===== config.mk =====
export PLATFORM = sky130hd
export DESIGN_NAME = bpme_chain
export DESIGN_NICKNAME = d
export VERILOG_FILES = /design/src/rtl/core/bpme_pkg.sv /design/src/rtl/core/bpme_cell.sv /design/src/rtl/core/bpme_chain.sv
export SDC_FILE = /design/constraint.sdc
export NUM_CORES = 2
export LEC_CHECK = 0
export BUFFER_PORTS_ARGS = -buffer_cell sky130_fd_sc_hd__buf_4
export CAP_MARGIN = 0
export CORE_UTILIZATION = 68
export CTS_BUF_LIST = sky130_fd_sc_hd__clkbuf_16
export CTS_CLUSTER_SIZE = 40
export DETAILED_ROUTE_END_ITERATION = 8
export PLACE_DENSITY = 0.87
export SKIP_LAST_GASP = 1
export SLEW_MARGIN = 20
export SYNTH_ARGS = -nofsm -noshare
export SYNTH_HDL_FRONTEND = slang
export SYNTH_SLANG_ARGS = --single-unit
export TNS_END_PERCENT = 30

===== constraint.sdc =====
create_clock -name clk -period 7.26 [get_ports clk]
set_clock_uncertainty 0.05 [all_clocks]
set_input_delay 1.452 -clock clk [delete_from_list [all_inputs] [get_ports clk]]
set_output_delay 1.452 -clock clk [all_outputs]
set_load 0.05 [all_outputs]

===== src/rtl/core/bpme_pkg.sv =====
`default_nettype none
package bpme_pkg;
  localparam int MaxText = 64;
  localparam int MaxMerges = 512;
  localparam int TokW = 10;
  localparam int IdxW = 9;
  localparam int CntW = 7;
  localparam int PosW = 6;
  localparam int MiuW = 10;
  localparam logic [TokW-1:0] ByteTokens = 10'd256;
  localparam logic KindRule = 1'b0;
  localparam logic KindText = 1'b1;

  typedef logic [TokW-1:0] tok_t;

  // rule broadcast to every cell during the sweep state
  typedef struct packed {
    logic en;
    tok_t left;
    tok_t right;
    tok_t merged;
  } rule_t;

  typedef enum logic [4:0] {
    ST_LOAD  = 5'b00001,
    ST_FETCH = 5'b00010,
    ST_SWEEP = 5'b00100,
    ST_PACK  = 5'b01000,
    ST_EMIT  = 5'b10000
  } state_t;
endpackage
`default_nettype wire


===== src/rtl/core/bpme_cell.sv =====
`default_nettype none
// One buffer slot. A sweep marks a merge left to right through a carry chain
// (one link per cell); pack shifts valid tokens toward slot 0; emit shifts out.
module bpme_cell (
  input  wire logic              clk,
  input  wire logic              rst_n,
  input  wire bpme_pkg::rule_t   rule,
  input  wire logic              load_en,
  input  wire bpme_pkg::tok_t    load_tok,
  input  wire logic              shift_en,
  input  wire logic              clear,
  input  wire bpme_pkg::tok_t    nb_tok,
  input  wire logic              nb_vld,
  input  wire logic              carry_in,
  output logic                   carry_out,
  output bpme_pkg::tok_t         tok,
  output logic                   vld
);
  bpme_pkg::tok_t tok_r, tok_nxt;
  logic vld_r, vld_nxt;
  logic hit, absorb;

  // absorb when the left neighbor merged into itself
  assign absorb = carry_in;
  assign hit = !carry_in && vld_r && nb_vld && tok_r == rule.left && nb_tok == rule.right;
  assign carry_out = hit;

  always_comb begin
    tok_nxt = tok_r;
    vld_nxt = vld_r;
    priority if (clear) begin
      vld_nxt = 1'b0;
    end else if (load_en) begin
      tok_nxt = load_tok;
      vld_nxt = 1'b1;
    end else if (rule.en) begin
      if (absorb) vld_nxt = 1'b0;
      else if (hit) tok_nxt = rule.merged;
    end else if (shift_en) begin
      tok_nxt = nb_tok;
      vld_nxt = nb_vld;
    end
  end

  always_ff @(posedge clk) begin
    if (!rst_n) vld_r <= 1'b0;
    else vld_r <= vld_nxt;
    tok_r <= tok_nxt;
  end

  assign tok = tok_r;
  assign vld = vld_r;
endmodule
`default_nettype wire


===== src/rtl/core/bpme_chain.sv =====
`default_nettype none
module bpme_chain (
  input  wire logic                                 clk,
  input  wire logic                                 rst_n,
  input  wire bpme_pkg::rule_t                      rule,
  input  wire logic [bpme_pkg::MaxText-1:0]         load_en,
  input  wire bpme_pkg::tok_t                       load_tok,
  input  wire logic [bpme_pkg::MaxText-1:0]         shift_en,
  input  wire logic                                 clear,
  output bpme_pkg::tok_t                            head_tok,
  output logic [bpme_pkg::MaxText-1:0]              vld
);
  bpme_pkg::tok_t tk [bpme_pkg::MaxText];
  logic [bpme_pkg::MaxText:0] cy;
  assign cy[0] = 1'b0;

  for (genvar i = 0; i < bpme_pkg::MaxText; i++) begin : g_cell
    bpme_pkg::tok_t nt;
    logic nv;
    if (i == bpme_pkg::MaxText - 1) begin : g_end
      assign nt = '0;
      assign nv = 1'b0;
    end else begin : g_mid
      assign nt = tk[i+1];
      assign nv = vld[i+1];
    end
    bpme_cell u_cell (
      .clk(clk), .rst_n(rst_n), .rule(rule), .load_en(load_en[i]),
      .load_tok(load_tok), .shift_en(shift_en[i]), .clear(clear),
      .nb_tok(nt), .nb_vld(nv), .carry_in(cy[i]), .carry_out(cy[i+1]),
      .tok(tk[i]), .vld(vld[i])
    );
  end

  assign head_tok = tk[0];
endmodule
`default_nettype wire


# == Yosys cells after proc, flatten, opt, wreduce, memory -nomap -nowiden ==
# Cells that the tools add are included.
# word_totals
register_bits,704
elab_cells,1526
out_inout_bits,74
in_bits,172
# classes
n_eq_ne,316
bitwise,2
mux,572
reduce_logical,508
# ops
op,count
$mux W10,317
$eq A10 B10 Y1,126
$ne A3 B1 Y1 const B,126
$mux W1,255
$logic_and A1 B1 Y1,251
$reduce_and A4 Y1,62
$reduce_bool A3 Y1,64
$ne A3 B3 Y1 const B,62
$reduce_and A2 Y1,64
$logic_not A1 Y1,62
$reduce_and A3 Y1,2
$ne A2 B1 Y1 const B,2
$reduce_bool A2 Y1,2
$not A1 Y1,2
$reduce_or A2 Y1,1

# == Longest topological paths before layout ==
# depth
depth_word,317
ltp_mapped,16
ltp_nobuf,12

# == Cells and area by module ==
# A second synthesis with hierarchy kept.
# hier_totals
cells_unflattened,5568
area_unflattened_um2,54048.1
# by_module_without_submodules
module,cells_per_inst,area_per_inst_um2,instances,seq_area_each_um2
bpme_cell,86,837.1,64,320.3
bpme_chain,64,476.7,1,0.0

# == Worst setup path before layout ==
# OpenSTA, ideal clock, no wires.
# synth_path
kind,input port to flip-flop
from,input port rule[14] in the netlist's numbering
to,register g_cell[61].u_cell.tok_r[0] (enable)
path_slack_ns,1.845
t_arrival_ns,4.985
setup_time_ns,0.380
cell_stages,13
path_buffers,4
required_ns,6.830
path_cell_list,buf_2 buf_2 buf_2 buf_2 xnor2_1 nand4_1 nor3_1 nand4_1 or3_1 a2111o_1 a311oi_4 o211ai_1 a21oi_1
# synth_between
elab_chain_cells,309
elab_cells_between_ends,371
classes_between,eq/ne: 64; reduce/logical: 307
# synth_lines
element,line,source
start: declaration,bpme_chain.sv:5,"input wire bpme_pkg::rule_t rule,"
$eq A10 B10 Y1,bpme_cell.sv:25,assign hit = !carry_in && vld_r && nb_vld && tok_r == rule.left && nb_tok == rule.right;
$logic_and A1 B1 Y1,bpme_cell.sv:25,
$logic_not A1 Y1,bpme_cell.sv:25,
$logic_and A1 B1 Y1 (4 in series),bpme_cell.sv:25,
$logic_not A1 Y1,bpme_cell.sv:25,
$logic_and A1 B1 Y1 (4 in series),bpme_cell.sv:25,
$logic_not A1 Y1,bpme_cell.sv:25,
$logic_and A1 B1 Y1 (4 in series),bpme_cell.sv:25,
(+275 left out),n/a,
$logic_not A1 Y1,bpme_cell.sv:25,
$logic_and A1 B1 Y1 (4 in series),bpme_cell.sv:25,
$logic_not A1 Y1,bpme_cell.sv:25,
$logic_and A1 B1 Y1 (4 in series),bpme_cell.sv:25,
$logic_not A1 Y1,bpme_cell.sv:25,
$logic_and A1 B1 Y1 (4 in series),bpme_cell.sv:25,
$ne A3 B1 Y1 (no source line),n/a,
$reduce_and A4 Y1 (no source line) *,n/a,
end signal: assignment,bpme_cell.sv:48,tok_r <= tok_nxt;
end: declaration,bpme_cell.sv:19,"bpme_pkg::tok_t tok_r, tok_nxt;"
# Mark *: on every way between the ends. The rest lies on a longest branch, timed or not.
# A chain may end at the register's enable or synchronous reset.

# == Worst setup path in the final report ==
# layout_path
from,input port rule[15] in the netlist's numbering
to,register g_cell[50].u_cell.tok_r[9] (enable)
# layout_between
elab_chain_cells,254
elab_cells_between_ends,305
classes_between,eq/ne: 53; reduce/logical: 252
# layout_lines
element,line
$eq A10 B10 Y1,bpme_cell.sv:25
$logic_and A1 B1 Y1,bpme_cell.sv:25
$logic_not A1 Y1,bpme_cell.sv:25
$logic_and A1 B1 Y1 (4 in series),bpme_cell.sv:25
$logic_not A1 Y1,bpme_cell.sv:25
$logic_and A1 B1 Y1 (4 in series),bpme_cell.sv:25
$logic_not A1 Y1,bpme_cell.sv:25
$logic_and A1 B1 Y1 (4 in series),bpme_cell.sv:25
(+220 left out),n/a
$logic_not A1 Y1,bpme_cell.sv:25
$logic_and A1 B1 Y1 (4 in series),bpme_cell.sv:25
$logic_not A1 Y1,bpme_cell.sv:25
$logic_and A1 B1 Y1 (4 in series),bpme_cell.sv:25
$logic_not A1 Y1,bpme_cell.sv:25
$logic_and A1 B1 Y1 (4 in series),bpme_cell.sv:25
$ne A3 B1 Y1 (no source line),n/a
$reduce_and A4 Y1 (no source line) *,n/a
end signal: assignment,bpme_cell.sv:48
end: declaration,bpme_cell.sv:19
# Marks and branches as above.

==> results_tabular.tex <==
\begin{tabular}{lr}
\hline
Metric & Value \\
\hline
\multicolumn{2}{l}{\textbf{Run status}} \\
Outcome & complete, but fails checks \\
Violated checks & DRC \\
\multicolumn{2}{l}{\textbf{STA}} \\
Slew at the pin with the worst max-slew slack & 1.21 ns \\
Unrepaired setup endpoints after global routing & false \\
Final-layout setup total negative slack & 0 ns \\
Minimum period implied by the final worst setup slack & 6.18 ns \\
Achievable Freq & 162 MHz \\
Setup Viol. Count Final & 0 \\
Final clock period utilization by the worst path & 85.1\% \\
Max-slew headroom at the worst pin & 19.2\% \\
Max-slew violation count & 0 \\
Number of hold violations in the final report & 0 \\
\multicolumn{2}{l}{\textbf{Clocking}} \\
CTS buffer count & 79 \\
CTS resizes & 0 \\
Maximum buffer depth of the clock tree & 3 \\
Clock tree from TritonCTS & done \\
Number of H-tree levels & 3 \\
Cell at the root of the clock tree & sky130\_fd\_sc\_hd\_\_clkbuf\_16 \\
Number of buffers inserted by hold repair at cts & 0 \\
Buffer count from post-CTS setup fixing & 0 \\
Skew-Pair Late Insertion Delay & 0.67 ns \\
Post-CTS clock slew at the launch and capture registers of the worst setup and hold paths & 0.06 ns \\
Number of clock sinks & 704 \\
\multicolumn{2}{l}{\textbf{Floorplanning}} \\
Height of the die & 280 um \\
Die extent in x & 280 um \\
Std-Cell Rows & 101 \\
Placeable core area & 76300 um2 \\
Die area & 78700 um2 \\
Count of boundary I/O pins & 246 \\
Initial Util & 69.1\% \\
\multicolumn{2}{l}{\textbf{Logic synthesis}} \\
Number of synthesis warnings & 0 \\
Share of synthesized area occupied by flip-flops and latches & 38.9\% \\
Cell accounting for the most synthesized area & sky130\_fd\_sc\_hd\_\_edfxtp\_1 \\
Total of flip-flops plus latches after synthesis & 704 \\
Number of distinct standard cells referenced by the synthesized netlist & 81 \\
Most common flop cell mapped by yosys & sky130\_fd\_sc\_hd\_\_edfxtp\_1 \\
Number of enable flip-flop cells after synthesis & 640 \\
Area share of the leading cell type in the synthesized netlist & 36.4\% \\
Instance count of the mapped netlist & 6078 \\
Synthesized net count & 6250 \\
Per-instance average area after synthesis & 8.67 um2 \\
Fraction of registers with async set/reset & 0\% \\
Synth Cell Area & 52700 um2 \\
Top cells by area in the synthesized netlist & sky130\_fd\_sc\_hd\_\_edfxtp\_1 (36\%), sky130\_fd\_sc\_hd\_\_xor2\_1 (14\%), sky130\_fd\_sc\_hd\_\_a21oi\_1 (7.3\%), sky130\_fd\_sc\_hd\_\_xnor2\_1 (7.0\%), sky130\_fd\_sc\_hd\_\_o21ai\_0 (6.2\%) \\
\multicolumn{2}{l}{\textbf{Setup path}} \\
Worst path buffer plus inverter count & 3 \\
Required arrival time at the worst endpoint & 7.50 ns \\
Kind of launch point of the worst setup path & input port \\
Cells along the critical path & buf\_4 > buf\_4 > buf\_4 > xor2\_1 > nor3\_1 > nand4\_1 > or4\_1 > a21o\_1 > a2111o\_1 > o41ai\_1 > o21ai\_0 > a21oi\_1 > o31a\_1 \\
Endpoint kind of the worst setup timing path & flip-flop \\
Cell with the most instances on the worst path & sky130\_fd\_sc\_hd\_\_buf\_4 \\
Crit Path Max Fanout & 22 \\
WS Path Type & input port to flip-flop \\
Crit-path leading delay family & compound AO/OA/AOI/OAI gates \\
Data arrival time of the critical path & 6.42 ns \\
Critical path's largest stage delay & 0.82 ns \\
Cell with the largest stage delay on the worst path & sky130\_fd\_sc\_hd\_\_o41ai\_1 \\
\multicolumn{2}{l}{\textbf{Power and ir drop}} \\
Internal cell power & 8030 uW \\
Maximum VDD drop & 0.216 mV \\
Power share of the clock group & 35.3\% \\
Seq pwr share & 43.4\% \\
PD cells & 210 nW/um2 \\
Reported net switching power & 4000 uW \\
Sw frac & 33.2\% \\
Leakage power & 0.0199 uW \\
Part of the total power dissipated in combinational logic & 21.3\% \\
\multicolumn{2}{l}{\textbf{Global routing}} \\
Via count of the first global-routing pass & 49574 \\
Initial antenna violation count & 5 \\
Global routing usage summed across all routing layers & 55.4\% \\
Remaining global-route overflow & 0 \\
Global-route wire length before repair & 321000 um \\
Maximum number of pins on one net before global-route repair & 159 \\
\multicolumn{2}{l}{\textbf{Routing}} \\
Post-route DRC & 1 \\
Overall via count from detail\_route & 52395 \\
Number of nets still failing antenna checks after routing & 0 \\
WL/cell & 31.5 um \\
Total routed wirelength & 224000 um \\
First-pass iteration count of the detailed router & 9 \\
Via-to-Cell Ratio & 7.37 \\
Iteration-0 DRC count of the detailed router & 9049 \\
\multicolumn{2}{l}{\textbf{Placement}} \\
Half-perimeter wire length of the detailed placement result & 144000 um \\
Routability cong. & 1.08 \\
IO Port Bufs & 245 \\
\multicolumn{2}{l}{\textbf{Finish}} \\
Share of cells above drive strength 1 & 10.3\% \\
Number of nets in the finished design & 6183 \\
P\&R area growth vs syn & 8.76\% \\
Total of fill cells in the finished design & 5666 \\
Final Core Density & 75.1\% \\
\multicolumn{2}{l}{\textbf{Worst hold path}} \\
Min-delay worst type & flip-flop to flip-flop \\
\multicolumn{2}{l}{\textbf{Job}} \\
Max-capacitance violation count & 0 \\
\hline
\end{tabular}
==> cell type report <==
cell class / instances / area [um2] / area share [%]
multi-input combinational: 4766 / 29400 / 51.3
sequential: 704 / 20500 / 35.7
timing repair buffer: 425 / 3320 / 5.79
clock buffer: 79 / 1980 / 3.45
tap: 1030 / 1290 / 2.25
clock inverter: 69 / 672 / 1.17
inverter: 35 / 139 / 0.242
antenna: 6 / 15.0 / 0.0262
==> placed cells by master (no fill, tap or decap), types with 11 or more instances in the layout <==
cell type                     n
sky130_fd_sc_hd__nand2b_1    11
sky130_fd_sc_hd__clkinv_1    13
sky130_fd_sc_hd__nand3_1    117
sky130_fd_sc_hd__a21oi_1    763
sky130_fd_sc_hd__o21ai_0    654
sky130_fd_sc_hd__and2_1      17
sky130_fd_sc_hd__clkinv_2    14
sky130_fd_sc_hd__nor2_1     167
sky130_fd_sc_hd__o21a_1      16
sky130_fd_sc_hd__edfxtp_1   640
sky130_fd_sc_hd__inv_1       48
sky130_fd_sc_hd__buf_4      414
sky130_fd_sc_hd__nor3_1      97
sky130_fd_sc_hd__nor4b_1     11
sky130_fd_sc_hd__or4bb_1     14
sky130_fd_sc_hd__a211oi_1    18
sky130_fd_sc_hd__or3b_2      15
sky130_fd_sc_hd__or3_1       11
sky130_fd_sc_hd__nor2b_1     55
sky130_fd_sc_hd__and3_1      11
sky130_fd_sc_hd__nor3b_1     11
sky130_fd_sc_hd__nand4_1    168
sky130_fd_sc_hd__clkbuf_16   79
sky130_fd_sc_hd__nand2_1    770
sky130_fd_sc_hd__or2_2       19
sky130_fd_sc_hd__bufinv_16   11
sky130_fd_sc_hd__nor4_1     292
sky130_fd_sc_hd__or4_1       47
sky130_fd_sc_hd__xnor2_1    420
sky130_fd_sc_hd__nand4b_1    23
sky130_fd_sc_hd__xor2_1     839
sky130_fd_sc_hd__nand3b_1    23
sky130_fd_sc_hd__dfxtp_1     64
==> cell families (layout without fill, tap and decap cells) <==
family	after synthesis	after routing	share of synthesized area, %
AND/OR/NAND/NOR	1928	1928	18.7
AO/OA/AOI/OAI	1562	1562	15.7
XOR/XNOR	1262	1262	21.0
flip-flops	704	704	38.9
buffers and inverters	608	608	5.38
multiplexers	14	14	0.280
other	0	6	0
==> worst register-to-register path: cells and delay by family, from the launching register on <==
kind / cells / cell delay [ns]
AO/OA/AOI/OAI: 7 / 2.38
AND/OR/NAND/NOR: 4 / 1.58
buffers and inverters: 1 / 0.21
XOR/XNOR: 1 / 0.25
flip-flops: 1 / 0.51
==> power groups by stage <==
| stage | clock network [uW] | registers (uW) | logic, uW |
|---|---|---|---|
| floorplan | 0 | 5090 | 1690 |
| global placement | 0 | 5270 | 2360 |
| detailed placement | 0 | 5260 | 2410 |
| CTS | 4190 | 5180 | 2430 |
| global route | 4320 | 5210 | 2670 |
| finish | 4250 | 5220 | 2560 |
==> per-stage QoR <==
| step | power (uW) | cell area (um2) | hold WS [ns] | std cells | setup slack [ns] |
|---|---|---|---|---|---|
| floorplan | 6780 | 52700 | 0.435 | 6078 | 1.84 |
| global placement | 7620 | 54700 | 0.492 | 6960 | 0.695 |
| detailed placement | 7670 | 54700 | 0.499 | 6960 | 0.718 |
| CTS | 11800 | 57300 | 0.508 | 7108 | 1.36 |
| global route | 12200 | 57300 | 0.544 | 7108 | 1.01 |
| finish | 12000 | 57300 | 0.520 | 7114 | 1.08 |
==> registers in the layout (all words and copies together), names as in the netlist <==
signal,flops
g_cell.u_cell.tok,640
g_cell.u_cell.vld,64
==> layer usage <==
metal | global-route usage (%) | vias to the layer above | wire (um)
li1 | - | 21557 | -
met1 | 70.2 | 23725 | 73100
met2 | 76.4 | 5521 | 88200
met3 | 21.6 | 1581 | 42100
met4 | 40.5 | 11 | 20400
met5 | 0.188 | - | 95
==> synthesized netlist by cell type, drive strengths merged (9+ instances only) <==
master	n
xor2	839
nand2	771
a21oi	766
o21ai	657
edfxtp	640
xnor2	423
clkbuf	363
nor4	294
buf	210
nand4	168
nor2	167
nand3	117
nor3	97
dfxtp	64
nor2b	56
or4	47
inv	33
and2	27
nand3b	23
nand4b	23
or2	20
a211oi	19
or3b	17
o21a	16
or4bb	14
and3	11
nand2b	11
nor3b	11
nor4b	11
or3	11
a21o	10
a31oi	10
o211ai	9
o31a	9
==> worst paths after layout <==
check	start	endpoint	slack, ns	depth (start not counted)
setup reg to reg	g_cell[30].u_cell.tok[5]	g_cell[45].u_cell.tok[5]	1.94	13
hold / removal	g_cell[58].u_cell.vld	g_cell[58].u_cell.vld	0.52	2
setup / recovery	rule[15]	g_cell[50].u_cell.tok[9]	1.08	13
hold reg to reg	g_cell[58].u_cell.vld	g_cell[58].u_cell.vld	0.52	2
Note: power is estimated with default switching activity, not from simulation.
